==> src/rtl/core/uarttq_pkg.sv <==
// ----------------------------------------------------------------------------
// UART transmit queue package
// Shared types, constants and pointer helpers for the transmit queue block.
// ----------------------------------------------------------------------------
package uarttq_pkg;

  // Number of byte entries in the transmit queue.
  localparam int unsigned QUEUE_DEPTH = 256;
  // Pointers count modulo twice the depth so that full and empty differ.
  localparam int unsigned PTR_W = $clog2(2 * QUEUE_DEPTH);
  localparam int unsigned IDX_W = $clog2(QUEUE_DEPTH);

  localparam int unsigned NUM_DIGITS = 5;
  localparam int unsigned FILL_W = 9;

  localparam logic [7:0] CHAR_ZERO = 8'h30;
  localparam logic [7:0] CHAR_CR = 8'h0D;
  localparam logic [7:0] CHAR_LF = 8'h0A;

  typedef logic [PTR_W-1:0] ptr_t;
  typedef logic [IDX_W-1:0] idx_t;

  typedef enum logic [1:0] {
    CMD_PUT_CHAR = 2'd0,
    CMD_PUT_NUM  = 2'd1,
    CMD_TX_EMPTY = 2'd2,
    CMD_NOP      = 2'd3
  } cmd_e;

  typedef enum logic [1:0] {
    ST_IDLE,
    ST_CONV,
    ST_PUSH,
    ST_READ
  } state_e;

  typedef struct packed {
    cmd_e        cmd;
    logic [7:0]  char_byte;
    logic        first_of_message;
    logic        last_of_message;
    logic [15:0] number;
  } in_item_t;

  typedef struct packed {
    logic              send_valid;
    logic [7:0]        send_byte;
    logic              tx_irq_enable;
    logic [FILL_W-1:0] fill_level;
    logic              dropped;
  } out_item_t;

  // Status of the decimal digit unit.
  typedef struct packed {
    logic                       done;
    logic [2:0]                 count;
    logic [NUM_DIGITS-1:0][3:0] digits;
  } dig_stat_t;

  // The last pointer value wraps back to zero.
  function automatic ptr_t ptr_next(ptr_t p);
    ptr_t n;
    if (p == ptr_t'(2 * QUEUE_DEPTH - 1)) begin
      n = '0;
    end else begin
      n = p + ptr_t'(1);
    end
    return n;
  endfunction

  function automatic idx_t ptr_index(ptr_t p);
    ptr_t r;
    r = (p >= ptr_t'(QUEUE_DEPTH)) ? p - ptr_t'(QUEUE_DEPTH) : p;
    return r[IDX_W-1:0];
  endfunction

  function automatic ptr_t fill_count(ptr_t wp, ptr_t rp);
    ptr_t f;
    if (wp >= rp) begin
      f = wp - rp;
    end else begin
      f = wp + ptr_t'(2 * QUEUE_DEPTH - 32'(rp));
    end
    return f;
  endfunction

endpackage

==> src/rtl/core/uarttq_ram.sv <==
// ----------------------------------------------------------------------------
// UART transmit queue RAM
// Simple dual-port synchronous RAM with one write port and a registered read.
// ----------------------------------------------------------------------------
module uarttq_ram #(
  parameter int unsigned DEPTH = 256,
  parameter int unsigned WIDTH = 8
) (
  input  logic                     clk_i,
  input  logic                     we_i,
  input  logic [$clog2(DEPTH)-1:0] waddr_i,
  input  logic [WIDTH-1:0]         wdata_i,
  input  logic                     re_i,
  input  logic [$clog2(DEPTH)-1:0] raddr_i,
  output logic [WIDTH-1:0]         rdata_o
);

  logic [WIDTH-1:0] mem_q [DEPTH];
  logic [WIDTH-1:0] rdata_q;

  always_ff @(posedge clk_i) begin
    if (we_i) begin
      mem_q[waddr_i] <= wdata_i;
    end
  end

  always_ff @(posedge clk_i) begin
    if (re_i) begin
      rdata_q <= mem_q[raddr_i];
    end
  end

  assign rdata_o = rdata_q;

endmodule

==> src/rtl/core/uarttq_digits.sv <==
// ----------------------------------------------------------------------------
// UART transmit queue decimal digit unit
// Splits a 16-bit value into decimal digits, least significant first, one
// digit per cycle by multiplication with the reciprocal of ten.
// ----------------------------------------------------------------------------
module uarttq_digits
  import uarttq_pkg::*;
(
  input  logic        clk_i,
  input  logic        rst_ni,
  input  logic        start_i,
  input  logic [15:0] value_i,
  output dig_stat_t   stat_o
);

  // floor(x / 10) == (x * 52429) >> 19 for every 16-bit x.
  localparam logic [31:0] DIV10_MUL = 32'd52429;
  localparam int unsigned DIV10_SHIFT = 19;

  logic                       busy_q, busy_d;
  logic                       done_q, done_d;
  logic [2:0]                 cnt_q, cnt_d;
  logic [15:0]                val_q;
  logic [NUM_DIGITS-1:0][3:0] dig_q;

  logic [31:0] prod;
  logic [15:0] quot;
  logic [15:0] rem;

  always_comb begin
    prod = {16'b0, val_q} * DIV10_MUL;
    quot = 16'(prod >> DIV10_SHIFT);
    rem  = val_q - ((quot << 3) + (quot << 1));
  end

  always_comb begin
    busy_d = busy_q;
    done_d = 1'b0;
    cnt_d  = cnt_q;
    if (start_i) begin
      busy_d = 1'b1;
      cnt_d  = '0;
    end else if (busy_q) begin
      cnt_d = cnt_q + 3'd1;
      if (quot == 16'd0 || cnt_q == 3'(NUM_DIGITS - 1)) begin
        busy_d = 1'b0;
        done_d = 1'b1;
      end
    end
  end

  always_ff @(posedge clk_i or negedge rst_ni) begin
    if (!rst_ni) begin
      busy_q <= 1'b0;
      done_q <= 1'b0;
      cnt_q  <= '0;
    end else begin
      busy_q <= busy_d;
      done_q <= done_d;
      cnt_q  <= cnt_d;
    end
  end

  always_ff @(posedge clk_i) begin
    if (start_i) begin
      val_q <= value_i;
    end else if (busy_q) begin
      val_q        <= quot;
      dig_q[cnt_q] <= rem[3:0];
    end
  end

  assign stat_o.done   = done_q;
  assign stat_o.count  = cnt_q;
  assign stat_o.digits = dig_q;

endmodule

==> src/rtl/core/uart_transmit_queue_with_restart_core.sv <==
// ----------------------------------------------------------------------------
// UART transmit queue with restart
// Byte ring queue in front of a serial transmitter, fed by characters or by
// 16-bit numbers formatted as decimal text, drained by transmitter-empty events.
// ----------------------------------------------------------------------------
//
//   Channel  Signals                     Handshake
//   -------  --------------------------  ----------------------------------
//   input    start_i, in_item_i, busy_o  item taken when start_i && !busy_o
//   result   out_valid_o, out_item_o     one-cycle strobe, always taken
//
// A character item, an empty event on an empty queue, a number item that
// finds the queue full and the unused command complete in the idle state, so
// busy_o stays low and a new item can follow at once. An empty event that
// sends a byte also passes through ST_READ, because the queue RAM read is
// registered. A number with n decimal digits keeps busy_o high until its
// last write: n steps in the digit unit, the handoff from ST_CONV to ST_PUSH,
// then n+2 writes through the single RAM write port. Each result appears on
// the cycle after its item completes. Reset leaves the queue empty, restart
// pending and the interrupt disabled; the RAM contents need no clearing.
//
module uart_transmit_queue_with_restart_core
  import uarttq_pkg::*;
(
  input  logic      clk_i,
  input  logic      rst_ni,
  input  logic      start_i,
  input  in_item_t  in_item_i,
  output logic      busy_o,
  output logic      out_valid_o,
  output out_item_t out_item_o
);

  state_e    state_q, state_d;
  ptr_t      wp_q, wp_d;
  ptr_t      rp_q, rp_d;
  logic      restart_q, restart_d;
  logic      irq_q, irq_d;
  logic      msgdrop_q, msgdrop_d;
  logic      drop_q, drop_d;
  logic [2:0] pos_q, pos_d;
  logic      valid_q, valid_d;
  out_item_t res_q, res_d;

  logic      accept;
  logic      full;
  logic      ram_we;
  logic [7:0] ram_wdata;
  logic      ram_re;
  logic [7:0] ram_rdata;
  logic      dig_start;
  dig_stat_t dig_stat;

  // Digit selection during the number write sequence.
  logic [2:0] dig_idx;
  logic [3:0] dig_val;
  logic       drop_now;
  logic       dropping_eff;

  assign busy_o = (state_q != ST_IDLE);
  assign accept = start_i && !busy_o;
  assign full   = (fill_count(wp_q, rp_q) >= ptr_t'(QUEUE_DEPTH));

  uarttq_ram #(
    .DEPTH(QUEUE_DEPTH),
    .WIDTH(8)
  ) u_ram (
    .clk_i  (clk_i),
    .we_i   (ram_we),
    .waddr_i(ptr_index(wp_q)),
    .wdata_i(ram_wdata),
    .re_i   (ram_re),
    .raddr_i(ptr_index(rp_q)),
    .rdata_o(ram_rdata)
  );

  uarttq_digits u_digits (
    .clk_i  (clk_i),
    .rst_ni (rst_ni),
    .start_i(dig_start),
    .value_i(in_item_i.number),
    .stat_o (dig_stat)
  );

  assign dig_idx = (dig_stat.count - 3'd1) - pos_q;
  assign dig_val = dig_stat.digits[dig_idx];

  always_comb begin
    state_d   = state_q;
    wp_d      = wp_q;
    rp_d      = rp_q;
    restart_d = restart_q;
    irq_d     = irq_q;
    msgdrop_d = msgdrop_q;
    drop_d    = drop_q;
    pos_d     = pos_q;
    valid_d   = 1'b0;
    ram_we    = 1'b0;
    ram_wdata = in_item_i.char_byte;
    ram_re    = 1'b0;
    dig_start = 1'b0;
    drop_now  = 1'b0;
    dropping_eff = msgdrop_q;

    unique case (state_q)
      ST_IDLE: begin
        if (accept) begin
          unique case (in_item_i.cmd)
            CMD_PUT_CHAR: begin
              // A first mark re-decides whether the whole message is dropped.
              dropping_eff = in_item_i.first_of_message ? full : msgdrop_q;
              if (dropping_eff) begin
                drop_now = 1'b1;
              end else begin
                if (full) begin
                  drop_now = 1'b1;
                end else begin
                  ram_we = 1'b1;
                  wp_d   = ptr_next(wp_q);
                end
                if (in_item_i.last_of_message && restart_q) begin
                  restart_d = 1'b0;
                  irq_d     = 1'b1;
                end
              end
              msgdrop_d = in_item_i.last_of_message ? 1'b0 : dropping_eff;
              valid_d   = 1'b1;
            end
            CMD_PUT_NUM: begin
              if (full) begin
                drop_now = 1'b1;
                valid_d  = 1'b1;
              end else begin
                dig_start = 1'b1;
                drop_d    = 1'b0;
                pos_d     = '0;
                state_d   = ST_CONV;
              end
            end
            CMD_TX_EMPTY: begin
              if (wp_q != rp_q) begin
                ram_re    = 1'b1;
                rp_d      = ptr_next(rp_q);
                restart_d = 1'b0;
                state_d   = ST_READ;
              end else begin
                irq_d     = 1'b0;
                restart_d = 1'b1;
                valid_d   = 1'b1;
              end
            end
            CMD_NOP: begin
              valid_d = 1'b1;
            end
            default: begin
              valid_d = 1'b1;
            end
          endcase
        end
      end
      ST_CONV: begin
        if (dig_stat.done) begin
          state_d = ST_PUSH;
        end
      end
      ST_PUSH: begin
        // Sequence: digits most significant first, then CR, then LF.
        if (pos_q < dig_stat.count) begin
          ram_wdata = CHAR_ZERO + {4'b0, dig_val};
        end else if (pos_q == dig_stat.count) begin
          ram_wdata = CHAR_CR;
        end else begin
          ram_wdata = CHAR_LF;
        end
        if (full) begin
          drop_d = 1'b1;
        end else begin
          ram_we = 1'b1;
          wp_d   = ptr_next(wp_q);
        end
        pos_d = pos_q + 3'd1;
        if (pos_q == dig_stat.count + 3'd1) begin
          drop_now = full || drop_q;
          if (restart_q) begin
            restart_d = 1'b0;
            irq_d     = 1'b1;
          end
          valid_d = 1'b1;
          state_d = ST_IDLE;
        end
      end
      ST_READ: begin
        valid_d = 1'b1;
        state_d = ST_IDLE;
      end
      default: begin
        state_d = ST_IDLE;
      end
    endcase

    res_d.send_valid    = (state_q == ST_READ);
    res_d.send_byte     = (state_q == ST_READ) ? ram_rdata : 8'h00;
    res_d.tx_irq_enable = irq_d;
    res_d.fill_level    = FILL_W'(fill_count(wp_d, rp_d));
    res_d.dropped       = drop_now;
  end

  always_ff @(posedge clk_i or negedge rst_ni) begin
    if (!rst_ni) begin
      state_q   <= ST_IDLE;
      wp_q      <= '0;
      rp_q      <= '0;
      restart_q <= 1'b1;
      irq_q     <= 1'b0;
      msgdrop_q <= 1'b0;
      drop_q    <= 1'b0;
      pos_q     <= '0;
      valid_q   <= 1'b0;
    end else begin
      state_q   <= state_d;
      wp_q      <= wp_d;
      rp_q      <= rp_d;
      restart_q <= restart_d;
      irq_q     <= irq_d;
      msgdrop_q <= msgdrop_d;
      drop_q    <= drop_d;
      pos_q     <= pos_d;
      valid_q   <= valid_d;
    end
  end

  // Result payload is captured only when a result is produced.
  always_ff @(posedge clk_i) begin
    if (valid_d) begin
      res_q <= res_d;
    end
  end

  assign out_valid_o = valid_q;
  assign out_item_o  = res_q;

endmodule
==> config.mk <==
export PLATFORM = sky130hd
export DESIGN_NAME = uart_transmit_queue_with_restart_core
export DESIGN_NICKNAME = d
export VERILOG_FILES = /design/src/rtl/core/uarttq_pkg.sv /design/src/rtl/core/uarttq_ram.sv /design/src/rtl/core/uarttq_digits.sv /design/src/rtl/core/uart_transmit_queue_with_restart_core.sv
export SDC_FILE = /design/constraint.sdc
export NUM_CORES = 2
export LEC_CHECK = 0
export ABC_AREA = 1
export BUFFER_PORTS_ARGS = -buffer_cell sky130_fd_sc_hd__buf_2
export CAP_MARGIN = 20
export CORE_ASPECT_RATIO = 0.75
export CORE_MARGIN = 2
export CORE_UTILIZATION = 23
export CTS_CLUSTER_DIAMETER = 150
export DETAILED_ROUTE_END_ITERATION = 6
export PLACE_DENSITY_LB_ADDON = 0.05
export SLEW_MARGIN = 20
export SYNTH_ARGS = -nofsm -noshare
export SYNTH_HDL_FRONTEND = slang
export SYNTH_SLANG_ARGS = --single-unit
==> constraint.sdc <==
create_clock -name clk_i -period 17.2 [get_ports clk_i]
set_clock_uncertainty 0.1 [all_clocks]
set_input_delay 0.86 -clock clk_i [delete_from_list [all_inputs] [get_ports clk_i]]
set_output_delay 0.86 -clock clk_i [all_outputs]
set_load 0.01 [all_outputs]
==> qor.txt <==
Post-synth EDFFs = 2112
Reg area = 64260 µm²
Worst Path Required = 17.67 ns
Footprint of the multi-input gates = 24040 µm²
Most common cell in the synthesized netlist = edfxtp_1
Slowest stage cell, crit path = nor2_1
Synth area leader = edfxtp_1
Avg Vias per Cell = 4.668
CP Launch Type = flop
Vias in the first global route = 58746
Asr flop ratio synth = 1.538%
Cells after DPL = 12338
Max-Cap Viols = 0
# DRC = 0
Largest net degree at the start of global routing = 167
IO buf count = 52
First-pass GRT wire length = 489.9 mm
Max-slew violations = 0
IO Pins = 53
Outcome = complete, no violations
Critical path endpoint category = flop
Max Clk Rate = 164.0 MHz
Die height = 550.8 µm
Flop2flop setup slack = 11.10 ns
Final non-filler cell total = 12772
Number of H-tree levels = 4
Worst path arrival time = 6.56 ns
Measured slew at the worst slew-check pin = 1.151 ns
Synth Flop Type = edfxtp_1
GP Congestion = 0.7807
Sink Count = 2145
Crit-path max FO = 17
Worst min path class = primary input to flop
TritonCTS clock tree = yes
Gr ovfl total = 0
Syn nets = 7676
Die X = 733.1 µm
Max clock buf depth = 4
Yosys warning total = 0
Core box area = 396400 µm²
Sequential-to-total area share from yosys stat = 70.07%
Post-route ant nets = 0
Final Cycle Share = 35.45%
Crit Path Category = flop to flop
Total Neg Setup Slack = 0 ns
Initial core utilization = 23.13%
Area contributors post-synth = edfxtp_1, nor2_1, o21ai_0
Drt first pass iters = 5
Final Critical Period = 6.097 ns
Routed wire length = 351.1 mm
Hold Vio Cnt, Final = 0
Top cells by count, synth = edfxtp_1, nor2_1, o21ai_0, nand2_1, nand3_1
Cts bufs inserted = 240
Cells after Synth = 7395
Yosys cell types = 46
Final net count = 7610
Hpwl dp = 208.3 mm
Delay of the slowest cell on the worst path = 1.23 ns
Placed instance area = 97430 µm²
CP Buf/Inv Count = 2
Relative slew slack = 22.99%
Synthesized area per cell = 12.40 µm²
Design area = 104800 µm²
GRT Util Overall = 16.95%
Crit path max-delay family = simple AND/OR/NAND/NOR gates
Clk root buf = clkbuf_16
Core Rows = 200
Setup Fix Bufs, Post-CTS = 0
Clk_lat worst skew = 0.95 ns
Synth top area share = 69.17%
Most frequent CP cell = nand2_1
Die Area = 403800 µm²
Initial DRC Count = 5597
Crit path cell chain = inv_1, ha_1, nand2_1, nor2_1, nor3_1, nand2_1, inv_1, nand2_1, nand2_2, nand4_1, nand2_2, nand4_1, nor2_1
Clock-pin transition on the worst setup and hold timing paths = 0.06 ns
Post-synthesis cell area = 91690 µm²
Fillers = 41099
Flops & latches, synth = 2145
Finish-stage setup viols = 0
Vias = 59614
Unrepaired setup endpoints after global routing = false
Share of cells above drive strength 1 = 7.324%
DR WL/cell = 27.49 µm
Initial antenna violation count = 43
Area delta synth->final = 14.31%
[repair_timing]
item | in CTS | in global routing
gates resized for setup | 0 | 0
hold buffers | 1 | 0
endpoints found under the hold margin | 32 | 0
[sequential cells by signal (all words and copies together) (netlist names)]
| signal | count |
|---|---|
| u_digits.busy_q | 1 |
| u_digits.done_q | 1 |
| pos_q | 3 |
| u_ram.mem_q | 2048 |
| out_item_o | 20 |
| u_ram.rdata_o | 8 |
| irq_q | 1 |
| out_valid_o | 1 |
| drop_q | 1 |
| state_q | 2 |
| wp_q | 9 |
| u_digits.cnt_q | 3 |
| u_digits.stat_o | 20 |
| msgdrop_q | 1 |
| rp_q | 9 |
| u_digits.val_q | 16 |
| restart_q | 1 |
[path summary, 6_finish.rpt]
| path | endpoint | depth (start not counted) | from |
|---|---|---|---|
| setup / recovery | u_ram.mem_q[65][7]$_DFFE_PP_ | 13 | rp_q[6]$_DFF_PN0_ |
| hold / removal | u_digits.val_q[15]$_SDFFCE_PN0P_ | 3 | in_item_i[15] |
| setup reg to reg | u_ram.mem_q[65][7]$_DFFE_PP_ | 13 | rp_q[6]$_DFF_PN0_ |
| hold reg to reg | restart_q$_DFFE_PN1P_ | 2 | restart_q$_DFFE_PN1P_ |
| max in group asynchronous | rp_q[1]$_DFF_PN0_ | 2 | rst_ni |
| min in group asynchronous | out_valid_o$_DFF_PN0_ | 2 | rst_ni |
[layout make-up]
cell class / count / area share, %
Timing Repair Buffer: 173 / 1.280
Inverter: 317 / 1.166
Clock inverter: 139 / 1.099
Sequential cell: 2145 / 61.31
Antenna cell: 10 / 0.02388
Tap cell: 5252 / 6.270
Multi-Input combinational cell: 4452 / 22.94
Clock buffer: 284 / 5.908
[tightest hold or removal path, stage by stage]
cell    delay [ns]
buf_2         0.07
inv_1         0.03
nor2_1        0.09
[per-layer routing]
layer / vias up / global-route usage, % / routed length, µm
met5: - / 0 / 48
met4: 8 / 3.642 / 6938
met3: 376 / 3.471 / 21020
met2: 1579 / 23.87 / 143000
met1: 30712 / 26.40 / 180100
li1: 26939 / - / -
[logic make-up (layout without fill, tap and decap cells)]
kind of cell | count (synthesis) | after routing | share of synthesized area (%)
AO/OA/AOI/OAI | 1786 | 1786 | 11.14
XOR/XNOR | 28 | 28 | 0.2675
adder cells (fa/ha/maj) | 250 | 250 | 4.083
buffers and inverters | 798 | 913 | 3.931
flip-flops | 2145 | 2145 | 70.07
other | 0 | 10 | 0
AND/OR/NAND/NOR | 2388 | 2388 | 10.51
[cells in the final DEF (no fill, tap or decap), types with 107 or more instances in the layout]
cell type  count
a21oi_1      128
buf_4        107
clkbuf_16    241
edfxtp_1    2112
ha_1         168
inv_1        306
nand2_1      498
nand3_1      316
nor2_1      1442
o21ai_0      965
o21ai_1      114
o221ai_1     172
o22ai_1      297
[metrics by stage]
stage | utilization, % | setup WS (ns) | hold slack (ns)
6_report | 26.44 | 11.10 | 0.1722
5_1_grt | 26.44 | 10.80 | 0.1240
4_1_cts | 26.44 | 11.08 | 0.07336
3_5_place_dp | 24.58 | 11.11 | 0.3623
3_3_place_gp | 24.56 | 10.82 | 0.3695
2_1_floorplan | - | 3.259 | 0.3479
Power is left out: the tool's default activity adds up to more than one toggle a clock period on the data nets, which glitch-free logic cannot reach.
